## src/hw/rtl/qpc_pkg.sv

```systemverilog
// ----------------------------------------------------------------------------
// qpc_pkg: shared types and constants of the quadrature position counter
// Field widths, register indexes, state and configuration records, and the
// x4 transition table of the two encoder lines.
// ----------------------------------------------------------------------------
`default_nettype none

package qpc_pkg;

	localparam int PosW     = 16;	// position in whole detents, signed
	localparam int QuarterW = 18;	// quarter-step counter, signed
	localparam int BoundW   = 8;	// bound registers, unsigned
	localparam int LinesW   = 2;	// {line_b, line_a}
	localparam int InDataW  = 24;	// line_a, line_b, new_position, padded
	localparam int OutDataW = 24;	// position, moved, padded
	localparam int CfgIdxW  = 2;
	localparam int CfgDataW = 8;

	localparam logic [LinesW-1:0]       LinesReset  = 2'b11;
	localparam logic [QuarterW-1:0]     QuarterMax  = 18'h1FFFF;
	localparam logic [QuarterW-1:0]     QuarterMin  = 18'h20000;
	localparam logic [BoundW-1:0]       MinReset    = 8'd0;
	localparam logic [BoundW-1:0]       MaxReset    = 8'd255;

	// configuration register indexes
	typedef enum logic [CfgIdxW-1:0] {
		REG_MIN_POSITION = 2'd0,
		REG_MAX_POSITION = 2'd1,
		REG_WRAP_ENABLE  = 2'd2
	} cfg_reg_t;

	// item kinds carried on tuser
	localparam logic KIND_SAMPLE = 1'b0;
	localparam logic KIND_LOAD   = 1'b1;

	typedef struct packed {
		logic [BoundW-1:0] min_position;
		logic [BoundW-1:0] max_position;
		logic              wrap_enable;
	} cfg_t;

	typedef struct packed {
		logic [LinesW-1:0]   last_lines;
		logic [QuarterW-1:0] quarter_count;
	} state_t;

	// x4 transition table, indexed by {old pair, new pair}; -1, 0 or +1
	function automatic logic [1:0] step_delta(input logic [3:0] idx);
		logic [1:0] d;
		case (idx)
			4'd1, 4'd7, 4'd8, 4'd14: d = 2'b11;
			4'd2, 4'd4, 4'd11, 4'd13: d = 2'b01;
			default: d = 2'b00;
		endcase
		return d;
	endfunction

endpackage

`default_nettype wire

```

## src/hw/rtl/quadrature_position_counter.sv

```systemverilog
// ----------------------------------------------------------------------------
// quadrature_position_counter: x4 quadrature decoder with bounded position
// Input register, single-pass update logic and a result register.
// ----------------------------------------------------------------------------
// Usage:
//   Slave stream s_*: one item per transfer. tuser is the kind (0 sample the
//   encoder lines, 1 load new_position); tdata carries line_a, line_b and
//   new_position. Master stream m_*: one result per item with the position
//   in whole detents and the moved flag.
//   Configuration channel cfg_*: writes min_position, max_position and
//   wrap_enable by index; index 3 is ignored. Write only while idle.
// Timing:
//   An input transfer is held in the input register, then its result in the
//   result register before it appears on m_*. The counter update is one
//   short pass of logic, so one item per cycle is sustained while m_tready is high.
// Stall:
//   When m_tready is low the result holds, the input register still takes
//   one item, and s_tready drops only once both stages are full.
// Reset:
//   arst_n clears both stages, sets the stored line pair to both high, the
//   quarter count to zero and the bounds to 0 and 255 with clamping.
// ----------------------------------------------------------------------------
`default_nettype none

module quadrature_position_counter (
	input  wire                              clk,
	input  wire                              arst_n,
	// input stream
	input  wire                              s_tvalid,
	output logic                             s_tready,
	input  wire [qpc_pkg::InDataW-1:0]       s_tdata,	// line_a, line_b, new_position[15:0], pad
	input  wire                              s_tuser,	// kind
	// result stream
	output logic                             m_tvalid,
	input  wire                              m_tready,
	output logic [qpc_pkg::OutDataW-1:0]     m_tdata,	// position[15:0], moved, pad
	// configuration writes
	input  wire                              cfg_valid,
	output logic                             cfg_ready,
	input  wire [qpc_pkg::CfgIdxW-1:0]       cfg_index,
	input  wire [qpc_pkg::CfgDataW-1:0]      cfg_data
);
	import qpc_pkg::*;

	logic                 valid_s1;
	logic                 kind_s1;
	logic [LinesW-1:0]    lines_s1;
	logic [PosW-1:0]      new_pos_s1;
	logic                 valid_s2;
	logic [PosW-1:0]      position_s2;
	logic                 moved_s2;
	logic                 advance;
	cfg_t                 cfg_q;
	state_t               state_q;
	state_t               next_state;
	logic [PosW-1:0]      position;
	logic                 moved;

	// move stage 1 on when the result register is free or being drained
	assign advance   = valid_s1 && (!valid_s2 || m_tready);
	assign s_tready  = !valid_s1 || advance;
	assign cfg_ready = 1'b1;

	// capture input transfers
	always_ff @(posedge clk or negedge arst_n) begin
		if (!arst_n) begin
			valid_s1 <= 1'b0;
		end else if (s_tready) begin
			valid_s1 <= s_tvalid;
		end
	end

	always_ff @(posedge clk) begin
		if (s_tready && s_tvalid) begin
			kind_s1    <= s_tuser;
			lines_s1   <= s_tdata[LinesW-1:0];
			new_pos_s1 <= s_tdata[LinesW+PosW-1:LinesW];
		end
	end

	// write configuration registers by index
	always_ff @(posedge clk or negedge arst_n) begin
		if (!arst_n) begin
			cfg_q.min_position <= MinReset;
			cfg_q.max_position <= MaxReset;
			cfg_q.wrap_enable  <= 1'b0;
		end else if (cfg_valid) begin
			case (cfg_reg_t'(cfg_index))
				REG_MIN_POSITION: cfg_q.min_position <= cfg_data;
				REG_MAX_POSITION: cfg_q.max_position <= cfg_data;
				REG_WRAP_ENABLE:  cfg_q.wrap_enable  <= cfg_data[0];
				default: ;
			endcase
		end
	end

	qpc_step u_step (
		.state        (state_q),
		.cfg          (cfg_q),
		.kind         (kind_s1),
		.lines        (lines_s1),
		.new_position (new_pos_s1),
		.next_state   (next_state),
		.position     (position),
		.moved        (moved)
	);

	// advance the counter state with each item leaving stage 1
	always_ff @(posedge clk or negedge arst_n) begin
		if (!arst_n) begin
			state_q.last_lines    <= LinesReset;
			state_q.quarter_count <= '0;
		end else if (advance) begin
			state_q <= next_state;
		end
	end

	// result register
	always_ff @(posedge clk or negedge arst_n) begin
		if (!arst_n) begin
			valid_s2 <= 1'b0;
		end else if (advance) begin
			valid_s2 <= 1'b1;
		end else if (m_tready) begin
			valid_s2 <= 1'b0;
		end
	end

	always_ff @(posedge clk) begin
		if (advance) begin
			position_s2 <= position;
			moved_s2    <= moved;
		end
	end

	assign m_tvalid = valid_s2;
	assign m_tdata  = {{(OutDataW-PosW-1){1'b0}}, moved_s2, position_s2};

	// state holds while no item moves through the update logic
	a_state_hold: assert property (@(posedge clk) disable iff (!arst_n)
		!advance |=> $stable(state_q.quarter_count) && $stable(state_q.last_lines))
		else $error("counter state changed without an item");

	// a load keeps the two low quarter bits
	a_load_low_bits: assert property (@(posedge clk) disable iff (!arst_n)
		advance && kind_s1 == KIND_LOAD
		|=> state_q.quarter_count[1:0] == $past(state_q.quarter_count[1:0]))
		else $error("load disturbed the quarter bits");

	// a sample leaves the position inside ordered bounds
	a_sample_bounded: assert property (@(posedge clk) disable iff (!arst_n)
		advance && kind_s1 == KIND_SAMPLE && cfg_q.min_position <= cfg_q.max_position
		|=> ($signed(position_s2) >= $signed({8'd0, $past(cfg_q.min_position)}))
		&& ($signed(position_s2) <= $signed({8'd0, $past(cfg_q.max_position)})))
		else $error("sampled position outside bounds");

	// a load never reports movement
	a_load_not_moved: assert property (@(posedge clk) disable iff (!arst_n)
		advance && kind_s1 == KIND_LOAD |=> !moved_s2)
		else $error("load reported movement");

endmodule

`default_nettype wire

```

## src/hw/rtl/qpc_step.sv

```systemverilog
// ----------------------------------------------------------------------------
// qpc_step: next-state logic for one item
// Applies a line sample (table step, saturation, bound clamp or wrap) or a
// position load to the counter state and forms the result fields.
// ----------------------------------------------------------------------------
`default_nettype none

module qpc_step (
	input  wire qpc_pkg::state_t                 state,
	input  wire qpc_pkg::cfg_t                   cfg,
	input  wire                                  kind,
	input  wire [qpc_pkg::LinesW-1:0]            lines,
	input  wire [qpc_pkg::PosW-1:0]              new_position,
	output qpc_pkg::state_t                      next_state,
	output logic [qpc_pkg::PosW-1:0]             position,
	output logic                                 moved
);
	import qpc_pkg::*;

	logic                  changed;
	logic [1:0]            delta;
	logic [QuarterW:0]     sum;
	logic [QuarterW-1:0]   stepped;
	logic [PosW-1:0]       pos;
	logic [PosW-1:0]       min_ext;
	logic [PosW-1:0]       max_ext;
	logic [BoundW-1:0]     bound;
	logic                  below;
	logic                  above;

	// step the quarter count with saturation at the counter limits
	assign changed = (lines != state.last_lines);
	assign delta   = step_delta({state.last_lines, lines});
	assign sum     = {state.quarter_count[QuarterW-1], state.quarter_count}
		+ {{(QuarterW-1){delta[1]}}, delta};

	always_comb begin
		if (!changed) begin
			stepped = state.quarter_count;
		end else if (sum[QuarterW] != sum[QuarterW-1]) begin
			stepped = sum[QuarterW] ? QuarterMin : QuarterMax;
		end else begin
			stepped = sum[QuarterW-1:0];
		end
	end

	// check the stepped position against the bounds, lower bound first
	assign pos     = stepped[QuarterW-1:2];
	assign min_ext = {{(PosW-BoundW){1'b0}}, cfg.min_position};
	assign max_ext = {{(PosW-BoundW){1'b0}}, cfg.max_position};
	assign below   = $signed(pos) < $signed(min_ext);
	assign above   = $signed(pos) > $signed(max_ext);

	always_comb begin
		if (below) begin
			bound = cfg.wrap_enable ? cfg.max_position : cfg.min_position;
		end else begin
			bound = cfg.wrap_enable ? cfg.min_position : cfg.max_position;
		end
	end

	// pick the new state; loads keep the two low quarter bits
	always_comb begin
		next_state = state;
		moved      = 1'b0;
		if (kind == KIND_LOAD) begin
			next_state.quarter_count = {new_position, state.quarter_count[1:0]};
		end else begin
			moved                 = changed;
			next_state.last_lines = lines;
			if (below || above) begin
				next_state.quarter_count = {{(PosW-BoundW){1'b0}}, bound, stepped[1:0]};
			end else begin
				next_state.quarter_count = stepped;
			end
		end
	end

	assign position = next_state.quarter_count[QuarterW-1:2];

endmodule

`default_nettype wire
```

## config.mk

```make
export PLATFORM = sky130hd
export DESIGN_NAME = quadrature_position_counter
export DESIGN_NICKNAME = d
export VERILOG_FILES = /design/src/hw/rtl/qpc_pkg.sv /design/src/hw/rtl/quadrature_position_counter.sv /design/src/hw/rtl/qpc_step.sv
export SDC_FILE = /design/constraint.sdc
export NUM_CORES = 1
export LEC_CHECK = 0
export BUFFER_PORTS_ARGS = -buffer_cell sky130_fd_sc_hd__buf_4
export CAP_MARGIN = 20
export CORE_MARGIN = 8
export CORE_UTILIZATION = 63
export DETAILED_ROUTE_END_ITERATION = 16
export HOLD_SLACK_MARGIN = 0.12
export PLACE_DENSITY_LB_ADDON = 0.1
export SLEW_MARGIN = 10
export SYNTH_ARGS = -nofsm -noshare
export SYNTH_HDL_FRONTEND = slang
export SYNTH_SLANG_ARGS = --single-unit
```

## constraint.sdc

```tcl
create_clock -name clk -period 10.6 [get_ports clk]
set_input_delay 0 -clock clk [delete_from_list [all_inputs] [get_ports clk]]
set_output_delay 0 -clock clk [all_outputs]
set_load 0.005 [all_outputs]
```

# Word-level counts from Yosys, hierarchy flattened
# Memory sizes are Yosys's and may differ from the RTL's.
# Index checks and enable logic that the tools add are counted.
# word_totals
ff_bits	75
wordCells	45
mem_bits_rw	0
inputBits	40
n_memories	1
latch_bits	0
romBits	32
output_inout_bits	27
# op_classes
shifts	0
div	0
addsub	1
order_cmp	2
reduce_logical	13
bitwise	1
eq_ne	4
multipliers	0
n_mux	10
# memory_table
memory	words	width	read_ports	rd_ports_with_merged_regs	wr	line	text
(no name shown)	16	2	1	0	0	qpc_pkg.sv:50	case (idx)
# op_table
cell	n
18-bit two-way mux	5
8-bit two-way mux	3
18-bit by 2-bit adder with 19-bit output	1
16-bit by 9-bit greater-than comparator with 1-bit output	1
16-bit by 9-bit < comparator with 1-bit output	1
2-bit AND reduction	4
1-bit logical OR	3
2-bit by 1-bit equality test with 1-bit output (second input constant)	1
2-bit equality test (second input constant)	1
1-bit logical AND	2
1-bit zero test	2
2-bit zero test	1
1-bit two-way mux	2
2-bit inequality test	1
2-bit nonzero test	1
1-bit inequality test	1
1-bit inverter	1

# Longest topological paths before layout
# An unclocked memory read counts as a cell.
# logic_depth
depth_word	9
depth_mapped	28
mapped_depth_nobuf	26

# Hierarchy
# From an unflattened synthesis, not the netlist that was laid out.
# unflattened
hier_cells	476
hier_area_um2	5068.6
# by_module_without_submodules
module	area_per_inst_um2	instances	seq_area_each_um2	cells_each
quadrature_position_counter	2653.8	1	2069.5	135
qpc_step	2414.8	1	0.0	341

# Least setup slack after synthesis
# OpenSTA, ideal clock, no wires.
# synth_timing
path_type	flip-flop to flip-flop
start	reg lines_s1[0]
end	reg position_s2[3], data pin
stages_incl_launch_ff	28
arrival_ns	5.961
setup_ns	0.255
required_ns	10.345
setup_slack_ns	4.384
n_path_buf	3
period_less_slack_ns	6.216
path_cell_list	edfxtp_1 inv_1 ha_1 mux4_2 ha_1 buf_2 nand4_1 nor4_1 a21bo_2 and3_4 xnor2_4 nor2_1 o211ai_1 o21ai_0 inv_1 ha_1 o21ai_0 a21oi_1 and3_1 a311o_1 a21oi_1 o211ai_1 or4_1 buf_2 and3_1 buf_6 a211o_1 a31o_1
# synth_lines
item	line	text
start, declared	quadrature_position_counter.sv:47	logic [LinesW-1:0] lines_s1;
start signal, assigned	quadrature_position_counter.sv:76	lines_s1 <= s_tdata[LinesW-1:0];
end signal, assigned	quadrature_position_counter.sv:131	position_s2 <= position;
end, declared	quadrature_position_counter.sv:50	logic [PosW-1:0] position_s2;

==> out/metrics.cfg <==
[sta]
fin_hold_ws_ns = 0.162
clock_skew_ns = 0.0141
setup_tns_ns = 0
slew_violations = 0
hold_viol_final = 0
setup_violations = 0
finalCritPeriodShare_pct = 70.2
slew_headroom_pct = 39.9
rsz0062_at_grt = no
fmax_ghz = 0.134
worst_pin_slew_ns = 0.901
fin_crit_ns = 7.44

[synth]
yosys-top-cells-count = nand2_1 (46), ha_1 (37), edfxtp_1 (36), inv_1 (36), a21oi_1 (32)
synth_area_leader_cell = edfxtp_1
syn-mean-instance-area_sq_um = 9.89
synth_cells = 519
synth_ff_type = edfxtp_1
synth-seq-cells = 75
synthSimpleGateAreaFrac_pct = 14.2
synth-warning-count = 0
synth-edff-count = 36
yosysUniqueCellTypes = 71
yosys-top-cells-area = edfxtp_1 (21%), dfrtp_1 (14%), ha_1 (9.0%)
ys_seq_area_share_pct = 40.3
muxShareOfSynthArea_pct = 5.83
synthArstFlopShare_pct = 52.0
netlist_area_sq_um = 5130
synth_top_family_by_area = compound AO/OA/AOI/OAI gates
synth-compound-area-share_pct = 21.1
synth_xor_area_share_pct = 3.10
synth-adder-area-share_pct = 9.80
synthMostInstantiatedCell = nand2_1
post-synth-top-area-fraction_pct = 21.1

[detailed_routing]
dr.first_iter.drc_count = 243
vias = 4396
dr.pass1.iters = 5
ant_nets = 0
wirelength_mm = 13.3
drc = 0
routedWlPerCell_um = 18.6
via_per_inst = 6.15

[floorplanning]
die_height_um = 106
start_util_pct = 63.7
die_area_sq_um = 11300
fp-row-count = 33
coreArea_sq_um = 8050
die_w_um = 106
pin_count = 67

[global_route]
grt_max_degree = 40
use_met1_pct = 31.7
grt_usage_pct = 24.3
overflow = 0
met2_usage_pct = 39.1
grt_most_used_layer = met2
grt_pass1_wl_mm = 22.0
grt_pass1_vias = 4441
met3_usage_pct = 5.26
antenna_found_initial = 0

[placement]
dp_cells = 657
place_area_sq_um = 5540
io_buffers = 52
gp_congestion = 0.873
hpwlAfterDp_mm = 9.37

[cts]
cts_tree = built
cts_root_buffer = clkbuf_8
clk_latency_ns = 0.35
h-tree-depth = 3
clkTransAtPathRegs_ns = 0.08
clock-sinks = 75
numCtsBuffers = 9
cts_buffer_depth = 2

[layout]
num-nets-final = 683
layout.cells.non_filler = 715
area_delta_synth_final_pct = 19.5
n_antenna_cell = 0
nFillCells = 583
layout-drive-gt1-share_pct = 18.9
post-route-cell-area_sq_um = 6130

[power_and_ir_drop]
p_per_area_nw_per_um2 = 231
ir_drop_mv = 0.111
leakagePower_uw = 0.00271
power_uw = 1420

[worst_setup_path]
setup.worst_path.end_class = flip-flop
arrival_ns = 7.53
setup.worst_path.start_class = flip-flop
worstPathMaxFanout = 18
worst-setup-path-type = reg2reg
crit_required_ns = 10.69

[outcome]
outcome = finished, final reports clean

[min_path]
hp-class = in2async

[flow_run]
drv_cap = 0

-- layout by cell type, fill, tap and decap left out, types with 8 or more instances in the layout --
master / instances
ha_1: 37
conb_1: 8
o211ai_1: 9
xnor2_1: 8
a31o_1: 10
dlygate4sd3_1: 42
a21o_1: 12
edfxtp_1: 36
a21oi_1: 32
dfstp_2: 10
dfrtp_1: 29
mux2_2: 21
clkbuf_8: 9
a31oi_1: 12
o21ai_0: 28
inv_1: 36
buf_4: 53
nor2_1: 27
nand2_1: 46
and2_1: 15
-- registers in the layout, summed over array words and instances, names as in the netlist, named ones only --
| register | count |
|---|---|
| lines_s1 | 2 |
| valid_s1 | 1 |
| position_s2 | 16 |
| moved_s2 | 1 |
| state_q | 18 |
| cfg_q | 17 |
| new_pos_s1 | 16 |
| m_tvalid | 1 |
| kind_s1 | 1 |
-- worst paths after layout --
| check | startpoint | to | slack [ns] | cells past startpoint |
|---|---|---|---|---|
| worst max register to register | lines_s1[0]$_DFFE_PP_ | position_s2[2]$_DFFE_PP_ | 3.16 | 24 |
| min in group clk | s_tdata[13] | new_pos_s1[11]$_DFFE_PP_ | 0.36 | 2 |
| worst min register to register | flip-flop | flip-flop | 0.52 | 1 |
| worst min-delay path | arst_n | state_q[6]$_DFFE_PN0P_ | 0.16 | 2 |
| max in group asynchronous | arst_n | state_q[18]$_DFFE_PN1P_ | 10.05 | 2 |
| worst max-delay path | lines_s1[0]$_DFFE_PP_ | position_s2[2]$_DFFE_PP_ | 3.16 | 24 |
-- repair_timing --
item | CTS | global route
hold buffers | 42 | 0
gates resized for setup | 0 | 0
endpoints found under the hold margin | 77 | 0
setup buffers | 0 | 0
-- layer usage --
layer	vias up	wire [um]
met3	31	1070
met5	-	0
met1	2114	5670
li1	2073	-
met2	178	6230
met4	0	316
-- layout make-up --
class                           instances  area [sq um]  share of cell area, %
Timing Repair Buffer                   95           818                   13.3
Multi-Input combinational cell        388          2800                   45.7
Clock inverter                          7          51.3                  0.836
Clock buffer                            9           124                   2.02
Sequential cell                        75          2070                   33.7
Tap cell                              105           131                   2.14
Inverter                               36           135                   2.20
-- per-stage QoR --
stage,setup WS [ns],utilization (%)
finish,3.16,76.2
floorplan,4.38,-
global route,2.69,76.2
global placement,3.48,68.8
CTS,3.25,76.2
detailed placement,3.30,68.8
-- kinds of logic after synthesis --
kind of cell	after synthesis
AOI/OAI and AO/OA	155
adders and majority gates	40
and+or+nand+nor	143
xor gates and xnor gates	16
other	2
DFF	75
muxes	26
buffers and inverters	62
-- critical path, stage by stage (launching register included) --
cell	delay, ns
edfxtp_1	0.44
inv_1	0.09
ha_1	0.20
mux4_2	0.69
ha_1	0.55
nand4_1	0.21
nor4_1	0.27
a21bo_2	0.27
and3_4	0.19
xnor2_4	0.20
nor2_1	0.39
o211ai_1	0.15
o21ai_0	0.23
inv_1	0.14
ha_1	0.34
a21o_1	0.18
a21oi_1	0.15
nor2b_1	0.07
a311o_1	0.32
a21oi_1	0.17
o211ai_1	0.16
or4_1	0.74
and3_1	0.36
a211oi_1	0.53
o21ai_1	0.14
-- power breakdown --
group	leakage [uW]	total [uW]	internal, uW	switching (uW)
clock	0.0000876	201	86.2	115
combinational	0.00180	809	340	469
sequential	0.000814	406	364	41.5
total	0.00271	1420	790	625
Note: power is estimated with default switching activity, not from simulation.
